===== src/hdl/dnsd_pkg.sv =====
// dnsd_pkg: shared types and constants of the dns name decompressor
// depends on nothing; used by every other file of the block but dnsd_if
`default_nettype none

package dnsd_pkg;

   localparam int LABEL_MAX = 63;
   localparam int PTR_BITS  = 14;
   localparam int WORD_BYTES = 8;

   typedef enum logic {
      OP_STORE  = 1'b0,
      OP_DECOMP = 1'b1
   } opcode_type;

   typedef enum logic [2:0] {
      ST_OK       = 3'd0,
      ST_PTR_END  = 3'd1,
      ST_JUMPS    = 3'd2,
      ST_BEYOND   = 3'd3,
      ST_OVERRUN  = 3'd4,
      ST_TOO_LONG = 3'd5
   } status_type;

   typedef struct packed {
      logic       store;
      logic       start;
      logic       push;
      logic       adv;
      logic       jump;
      logic       load_hi;
      logic       load_rem;
      logic       dec_rem;
      logic       emit;
      logic       last;
      status_type status;
   } cmd_type;

   typedef struct packed {
      logic start_beyond;
      logic byte_zero;
      logic byte_ptr;
      logic ptr_at_end;
      logic jumps_over;
      logic target_beyond;
      logic label_overrun;
      logic label_too_long;
      logic zero_too_long;
      logic rem_last;
      logic fill_full;
      logic out_free;
   } flags_type;

endpackage

`default_nettype wire


===== src/hdl/dnsd_ctrl.sv =====
// dnsd_ctrl: state machine that sequences store, walk and delivery
// depends on dnsd_pkg; drives dnsd_datapath through cmd_type
`default_nettype none

module dnsd_ctrl (
   input  wire logic                clock,
   input  wire logic                reset,
   input  wire logic                req_valid,
   input  wire logic                req_opcode,
   output logic                     req_ready,
   input  wire dnsd_pkg::flags_type flags,
   output dnsd_pkg::cmd_type        cmd
);

   typedef enum logic [4:0] {
      S_IDLE = 5'b00001,
      S_WALK = 5'b00010,
      S_PTR2 = 5'b00100,
      S_COPY = 5'b01000,
      S_DONE = 5'b10000
   } state_type;

   state_type            state_ff, state_in;
   dnsd_pkg::status_type stat_ff, stat_in;
   logic                 can_push;

   assign can_push  = !flags.fill_full || flags.out_free;
   assign req_ready = (state_ff == S_IDLE);

   always_comb begin
      cmd      = '0;
      state_in = state_ff;
      stat_in  = stat_ff;
      unique case (state_ff)
         S_IDLE: begin
            if (req_valid) begin
               if (req_opcode == dnsd_pkg::OP_STORE) begin
                  cmd.store = 1'b1;
               end else begin
                  cmd.start = 1'b1;
                  if (flags.start_beyond) begin
                     stat_in  = dnsd_pkg::ST_BEYOND;
                     state_in = S_DONE;
                  end else begin
                     stat_in  = dnsd_pkg::ST_OK;
                     state_in = S_WALK;
                  end
               end
            end
         end
         S_WALK: begin
            priority if (flags.byte_zero) begin
               if (flags.zero_too_long) begin
                  stat_in  = dnsd_pkg::ST_TOO_LONG;
                  state_in = S_DONE;
               end else if (can_push) begin
                  cmd.push = 1'b1;
                  stat_in  = dnsd_pkg::ST_OK;
                  state_in = S_DONE;
               end
            end else if (flags.byte_ptr) begin
               priority if (flags.ptr_at_end) begin
                  stat_in  = dnsd_pkg::ST_PTR_END;
                  state_in = S_DONE;
               end else if (flags.jumps_over) begin
                  stat_in  = dnsd_pkg::ST_JUMPS;
                  state_in = S_DONE;
               end else begin
                  cmd.load_hi = 1'b1;
                  cmd.adv     = 1'b1;
                  state_in    = S_PTR2;
               end
            end else begin
               if (flags.label_overrun) begin
                  stat_in  = dnsd_pkg::ST_OVERRUN;
                  state_in = S_DONE;
               end else if (flags.label_too_long) begin
                  stat_in  = dnsd_pkg::ST_TOO_LONG;
                  state_in = S_DONE;
               end else if (can_push) begin
                  cmd.push     = 1'b1;
                  cmd.adv      = 1'b1;
                  cmd.load_rem = 1'b1;
                  state_in     = S_COPY;
               end
            end
         end
         S_PTR2: begin
            if (flags.target_beyond) begin
               stat_in  = dnsd_pkg::ST_BEYOND;
               state_in = S_DONE;
            end else begin
               cmd.jump = 1'b1;
               state_in = S_WALK;
            end
         end
         S_COPY: begin
            if (can_push) begin
               cmd.push    = 1'b1;
               cmd.adv     = 1'b1;
               cmd.dec_rem = 1'b1;
               if (flags.rem_last) begin
                  state_in = S_WALK;
               end
            end
         end
         S_DONE: begin
            if (flags.out_free) begin
               cmd.emit = 1'b1;
               if (stat_ff != dnsd_pkg::ST_OK && flags.fill_full) begin
                  // full word goes out first, the error comes in an empty word
                  cmd.last   = 1'b0;
                  cmd.status = dnsd_pkg::ST_OK;
               end else begin
                  cmd.last   = 1'b1;
                  cmd.status = stat_ff;
                  state_in   = S_IDLE;
               end
            end
         end
         default: begin
            state_in = S_IDLE;
         end
      endcase
   end

   always_ff @(posedge clock) begin
      if (reset) begin
         state_ff <= S_IDLE;
         stat_ff  <= dnsd_pkg::ST_OK;
      end else begin
         state_ff <= state_in;
         stat_ff  <= stat_in;
      end
   end

endmodule

`default_nettype wire


===== config.mk =====
export PLATFORM = sky130hd
export DESIGN_NAME = dnsd_ctrl
export DESIGN_NICKNAME = d
export VERILOG_FILES = /design/src/hdl/dnsd_pkg.sv /design/src/hdl/dnsd_ctrl.sv
export SDC_FILE = /design/constraint.sdc
export NUM_CORES = 1
export LEC_CHECK = 0
export BUFFER_PORTS_ARGS = -buffer_cell sky130_fd_sc_hd__buf_4
export CAP_MARGIN = 25
export CORE_MARGIN = 10
export CORE_UTILIZATION = 48
export CTS_CLUSTER_DIAMETER = 200
export DETAILED_ROUTE_END_ITERATION = 8
export PLACE_DENSITY = 0.82
export SYNTH_ARGS = -nofsm -noshare
export SYNTH_HDL_FRONTEND = slang
export SYNTH_SLANG_ARGS = --single-unit

===== constraint.sdc =====
create_clock -name clock -period 4.6 [get_ports clock]
set_input_delay 0.92 -clock clock [delete_from_list [all_inputs] [get_ports clock]]
set_output_delay 0.92 -clock clock [all_outputs]
set_load 0.03 [all_outputs]

==> flow_summary.toml, run 1 <==
[grt]
gr-usage-met3 = 0.0708
grt_busiest_layer = "met2"
grt_max_degree = 12
grt_pass1_wl_um = 3450
grtUsageMet1 = 0.142
use_met2 = 0.197
grt_pass1_vias = 753
track_usage = 0.126
grt_overflow = 0
antenna_found_initial = 0

[routing]
wl_per_cell_um = 15.4
drc_errors = 0
vias = 790
viasPerCell = 5.90
first_iter_violations = 27
ant_nets = 0
totalWireLength_um = 2060
first_pass_iters = 4

[outcome]
status = "complete, no violations"

[power_and_ir_drop]
p_per_area_nw_per_um2 = 280
ir_drop_mv = 0.174
p_clk_frac = 0.208
p_comb_frac = 0.450
power_mw = 0.255
pwr-share-seq = 0.342
swShare = 0.371
leakagePower_nw = 0.418
p_int_mw = 0.161
p_switching_mw = 0.0947

[logic_synthesis]
syn_nets = 105
synth-xor-area-share = 0
netlist_area_um2 = 661
async_flop_share = 0
synth_top_area_share = 0.242
avgSynthCellArea_um2 = 7.42
synth-edff-count = 0
synth.distinct_cells = 39
ys_ff_latch = 8
synth_top_family_by_area = "simple AND/OR/NAND/NOR gates"
synth_largest_area_cell = "dfxtp_1"
synthSimpleGateAreaFrac = 0.445
synth_seq_area_share = 0.242
synthTopCellsByArea = "dfxtp_1, nor2_1, a21oi_1, and2_1, and3_1"
syn_inst = 89
synth_flop_cell = "dfxtp_1"
synthTopCellsByCount = "nor2_1, dfxtp_1, a21oi_1, and2_1, nand2_1"
synthAdderAreaFrac = 0
synth_compound_gate_area_share = 0.261
yosys_warnings = 0
synth_mux_area_frac = 0.0152
synth_most_common_cell = "nor2_1"

[clocking]
htreeDepth = 1
clockBufferDepth = 2
cts_setup_buffers = 0
cts_buffers = 3
cts_root_buf = "clkbuf_4"
holdBufCountCts = 0
cts_tree = "yes"
insertion_delay_ns = 0.25
clock_sinks = 8
cts_resized = 0
clkTransAtPathRegs_ns = 0.05

[place]
portBuffers = 29
place_hpwl_um = 1680
place.gp.congestion = 0.839

[floorplanning]
initial_core_util = 0.508
die_w_um = 57.1
io_pins = 30
dieArea_um2 = 3260
rows = 13
coreArea_um2 = 1300
die_y_um = 57.1

[timing]
finalMaxSlewViolations = 0
tightest_slew_ns = 0.516
setup_violations = 0
fin_skew_ns = 0.00107
final.min_clock_period_ns = 3.05
fin_crit_sh = 0.664
holdWs_ns = 0.471
hold_viol = 0
setup-tns-final_ns = 0
maxSlewHeadroom = 0.653
max_freq_mhz = 328
rsz0062_at_grt = "no"

[hold_path]
hold_start = "stat_ff[2]"
min_delay_worst_endpoint = "stat_ff[2]"
hp-class = "reg2reg"
hold-path-cell-count = 2

[finish]
finalNetCount = 137
nFillCells = 114
final_util = 0.700
syn_to_final_growth_pct = 37.9
diodes = 0
final_layout_size_suffix_gt1_frac = 0.311

[critical_path]
slowest_delay_ns = 0.48
r2r_start = "state_ff[2]"
slowest_stage = "nor3b_1"
endpoint_kind = "primary output"
cp-start-kind = "register"
cp_max_fo = 6
required_ns = 3.68
cp.arrival_ns = 2.13
critical-path-top-delay-family = "simple AND/OR/NAND/NOR gates"
crit_chain = "or3_1 > nor3b_1 > and3_1 > and2_1 > buf_4"
rr_endpoint = "stat_ff[2]"
crit_type = "reg2out"
r2r_slack_ns = 2.45
cp.buffers_inverters = 1
worstRegToRegCells = 5

[job]
maxCapViolations = 0
[power groups by stage]
stage	Clock, mW	Combinational [mW]	Sequential [mW]
finish	0.0531	0.115	0.0872
global route	0.0575	0.128	0.0886
CTS	0.0542	0.115	0.0870
detailed placement	0	0.115	0.0882
global placement	0	0.114	0.0877
floorplan	0	0.0802	0.0853
[sequential cells by signal, summed over array words and instances (netlist names)]
signal,cells
stat_ff,3
state_ff,5
[worst max path at each step]
stage,from,endpoint,slack (ns),cells past startpoint
2_1_floorplan,flags[9],cmd[9],1.54,3
3_3_place_gp,flags[9],cmd[10],1.68,5
3_5_place_dp,flags[9],cmd[10],1.67,5
4_1_cts,state_ff[3],cmd[0],1.54,5
5_1_grt,state_ff[3],cmd[2],1.37,5
6_report,state_ff[3],cmd[0],1.55,5
[cells by family (layout without fill, tap and decap cells)]
logic type | count (synthesis) | after routing
and+or+nand+nor | 50 | 50
buffers and inverters | 6 | 36
DFF | 8 | 8
AOI/OAI and AO/OA | 24 | 24
muxes | 1 | 1
[layout make-up]
cell class / count / area, um^2 / share of cell area
Sequential cell: 8 / 160 / 0.176
Tap cell: 15 / 18.8 / 0.0206
Timing Repair Buffer: 29 / 218 / 0.239
Inverter: 4 / 15.0 / 0.0165
Multi-Input combinational cell: 75 / 477 / 0.523
Clock buffer: 3 / 22.5 / 0.0247
[stage by stage]
stage	instances	setup slack (ns)	area, um^2
after floorplan	89	1.54	661
after global placement	131	1.68	888
after detailed placement	131	1.67	888
after CTS	134	1.54	911
after global routing	134	1.37	911
final	134	1.55	911
[layer usage]
layer	share of wire	up-vias
met4	0.020	0
met5	0	-
met3	0.12	6
li1	-	393
met1	0.42	348
met2	0.43	43
[cell usage in the layout (no fill, tap or decap), types with 2 or more instances in the layout]
cell type,n
nand2_1,5
nor3b_1,2
dfxtp_1,8
or3_1,3
and2_1,5
nor2_1,11
nor3_1,3
nand2b_1,3
inv_1,3
o21ai_1,2
o21ai_0,2
and3_1,4
buf_4,29
nor2b_1,4
a21oi_1,7
clkbuf_4,3
a211oi_1,3
[worst register-to-register path, stage by stage (launching register included)]
cell	delay, ns
dfxtp_1	0.34
nor4_1	0.51
and2_1	0.40
o2111ai_2	0.26
or3b_1	0.42
a21oi_1	0.15
Note: power is estimated with default switching activity, not from simulation.
==> run 2, diff against run 1 <==
CORE_UTILIZATION = 45   (was 48)
PLACE_DENSITY = 0.77   (was 0.82)
clock period = 3 ns   (was 4.6 ns; I/O delays follow)
==> run 2 against run 1 <==
  * Die area is 4.3% higher
  * Worst setup slack worse by 1.3 ns
  * Register-to-register slack worse by 1.6 ns
  * Routed wire length is 5.3% higher
  * Utilization is 2.5 points lower
  * Final cell count stayed put
  * Count of clock-buffer cells in the layout stayed put
  * Clock skew is 0.0040 ns higher
==> flow_summary.toml, run 2 (synthesis gave the netlist of run 1 again) <==
[power_and_ir_drop]
ir_drop_mv = 0.287
p_per_area_nw_per_um2 = 433
leakagePower_nw = 0.418

[clocking]
cts_buffers = 3
insertion_delay_ns = 0.25
cts_setup_buffers = 0
holdBufCountCts = 0
cts_tree = "yes"
cts_resized = 0
htreeDepth = 1
clkTransAtPathRegs_ns = 0.06
cts_root_buf = "clkbuf_4"
clockBufferDepth = 2
clock_sinks = 8

[finish]
top_regs = "state_ff (5), stat_ff (3)"
multi_input_area_um2 = 477
nFillCells = 132
finalNetCount = 137
layout_commonest_cell = "buf_4"
syn_to_final_growth_pct = 37.9
final_cell_mix = "buf_4, nor2_1, dfxtp_1"
final_layout_size_suffix_gt1_frac = 0.311
largest_reg_flops = 5
top_register = "state_ff"
diodes = 0
regArea_um2 = 160

[grt]
grtUsageMet1 = 0.140
grt_max_degree = 12
use_met2 = 0.220
grt_pass1_vias = 818
antenna_found_initial = 0
track_usage = 0.131
grt_busiest_layer = "met2"
gr-usage-met3 = 0.0730
grt_pass1_wl_um = 3660
grt_overflow = 0

[timing]
setup-tns-final_ns = 0
rsz0062_at_grt = "no"
finalMaxSlewViolations = 0
maxSlewHeadroom = 0.658
layout_setup_ws_ns = 0.254
setup_violations = 0
fin_crit_sh = 0.915
max_freq_mhz = 364
final.min_clock_period_ns = 2.75
tightest_slew_ns = 0.508
hold_viol = 0
fin_skew_ns = 0.00511

[place]
place.gp.congestion = 0.864
place_hpwl_um = 1810
pre_cts_ws_ns = 0.564
portBuffers = 29

[routing]
totalWireLength_um = 2170
vias = 798
drc_errors = 0
viasPerCell = 5.96
first_pass_iters = 4
first_iter_violations = 21
wl_per_cell_um = 16.2
ant_nets = 0

[critical_path]
r2r_start = "state_ff[2]"
critical-path-top-delay-family = "simple AND/OR/NAND/NOR gates"
r2r_slack_ns = 0.84
rr_endpoint = "stat_ff[2]"
worstRegToRegCells = 5
crit_chain = "or3_1 > nor3b_1 > and3_1 > and2_1 > buf_4"
cp.arrival_ns = 2.15
slowest_delay_ns = 0.49
required_ns = 2.40
slowest_stage = "nor3b_1"
cp-start-kind = "register"
cp_max_fo = 6
endpoint_kind = "primary output"
cp.buffers_inverters = 1
crit_type = "reg2out"

[floorplanning]
die_w_um = 58.3
dieArea_um2 = 3400
io_pins = 30
initial_core_util = 0.489
coreArea_um2 = 1350
die_y_um = 58.3
rows = 13

[hold_path]
hold-path-cell-count = 2
hp-class = "reg2reg"
min_delay_worst_endpoint = "stat_ff[2]"
hold_start = "stat_ff[2]"

[job]
maxCapViolations = 0

[outcome]
status = "complete, no violations"
-- run 2: cell counts in the layout (fill, tap and decap cells not counted) --
Identical to the previous run, type by type.
-- run 2: cell type report --
class                   instances  area share
multi-input cells              75       0.523
inverters                       4      0.0165
clock buffers                   3      0.0247
well taps                      15      0.0206
flip-flops and latches          8       0.176
repair buffers                 29       0.239
-- run 2: stage by stage --
step	std cells	util	instance area, um^2	power, mW	hold WS [ns]
finish	134	0.675	911	0.395	0.491
global route	134	0.675	911	0.422	0.531
detailed placement	131	0.658	888	0.313	0.471
CTS	134	0.675	911	0.395	0.485
global placement	131	0.658	888	0.309	0.459
floorplan	89	-	661	0.254	0.441
-- run 2: worst max-delay path by stage --
stage,startpoint,end,slack (ns),cells after the start
after floorplan,state_ff[3],cmd[0],0.55,4
after global placement,state_ff[3],cmd[0],0.61,5
after detailed placement,state_ff[3],cmd[0],0.56,5
after CTS,state_ff[3],cmd[2],0.28,5
after global routing,state_ff[3],cmd[1],0.12,5
final,state_ff[3],cmd[2],0.25,5
-- run 2: metal layers --
| metal | share of wire | vias to the layer above |
|---|---|---|
| met5 | 0 | - |
| met4 | 0.0018 | 0 |
| met3 | 0.11 | 2 |
| met2 | 0.48 | 38 |
| met1 | 0.41 | 365 |
| li1 | - | 393 |
-- run 2: tightest hold or removal path, delay by kind of cell, from the launching register on --
family | cells | cell delay, ns
AND/OR/NAND/NOR | 1 | 0.06
flip-flops | 1 | 0.32
AO/OA/AOI/OAI | 1 | 0.06
-- run 2: where the power goes --
part	internal, mW	switching, mW
logic	0.0808	0.0983
clock network	0.0458	0.0371
registers	0.120	0.0132
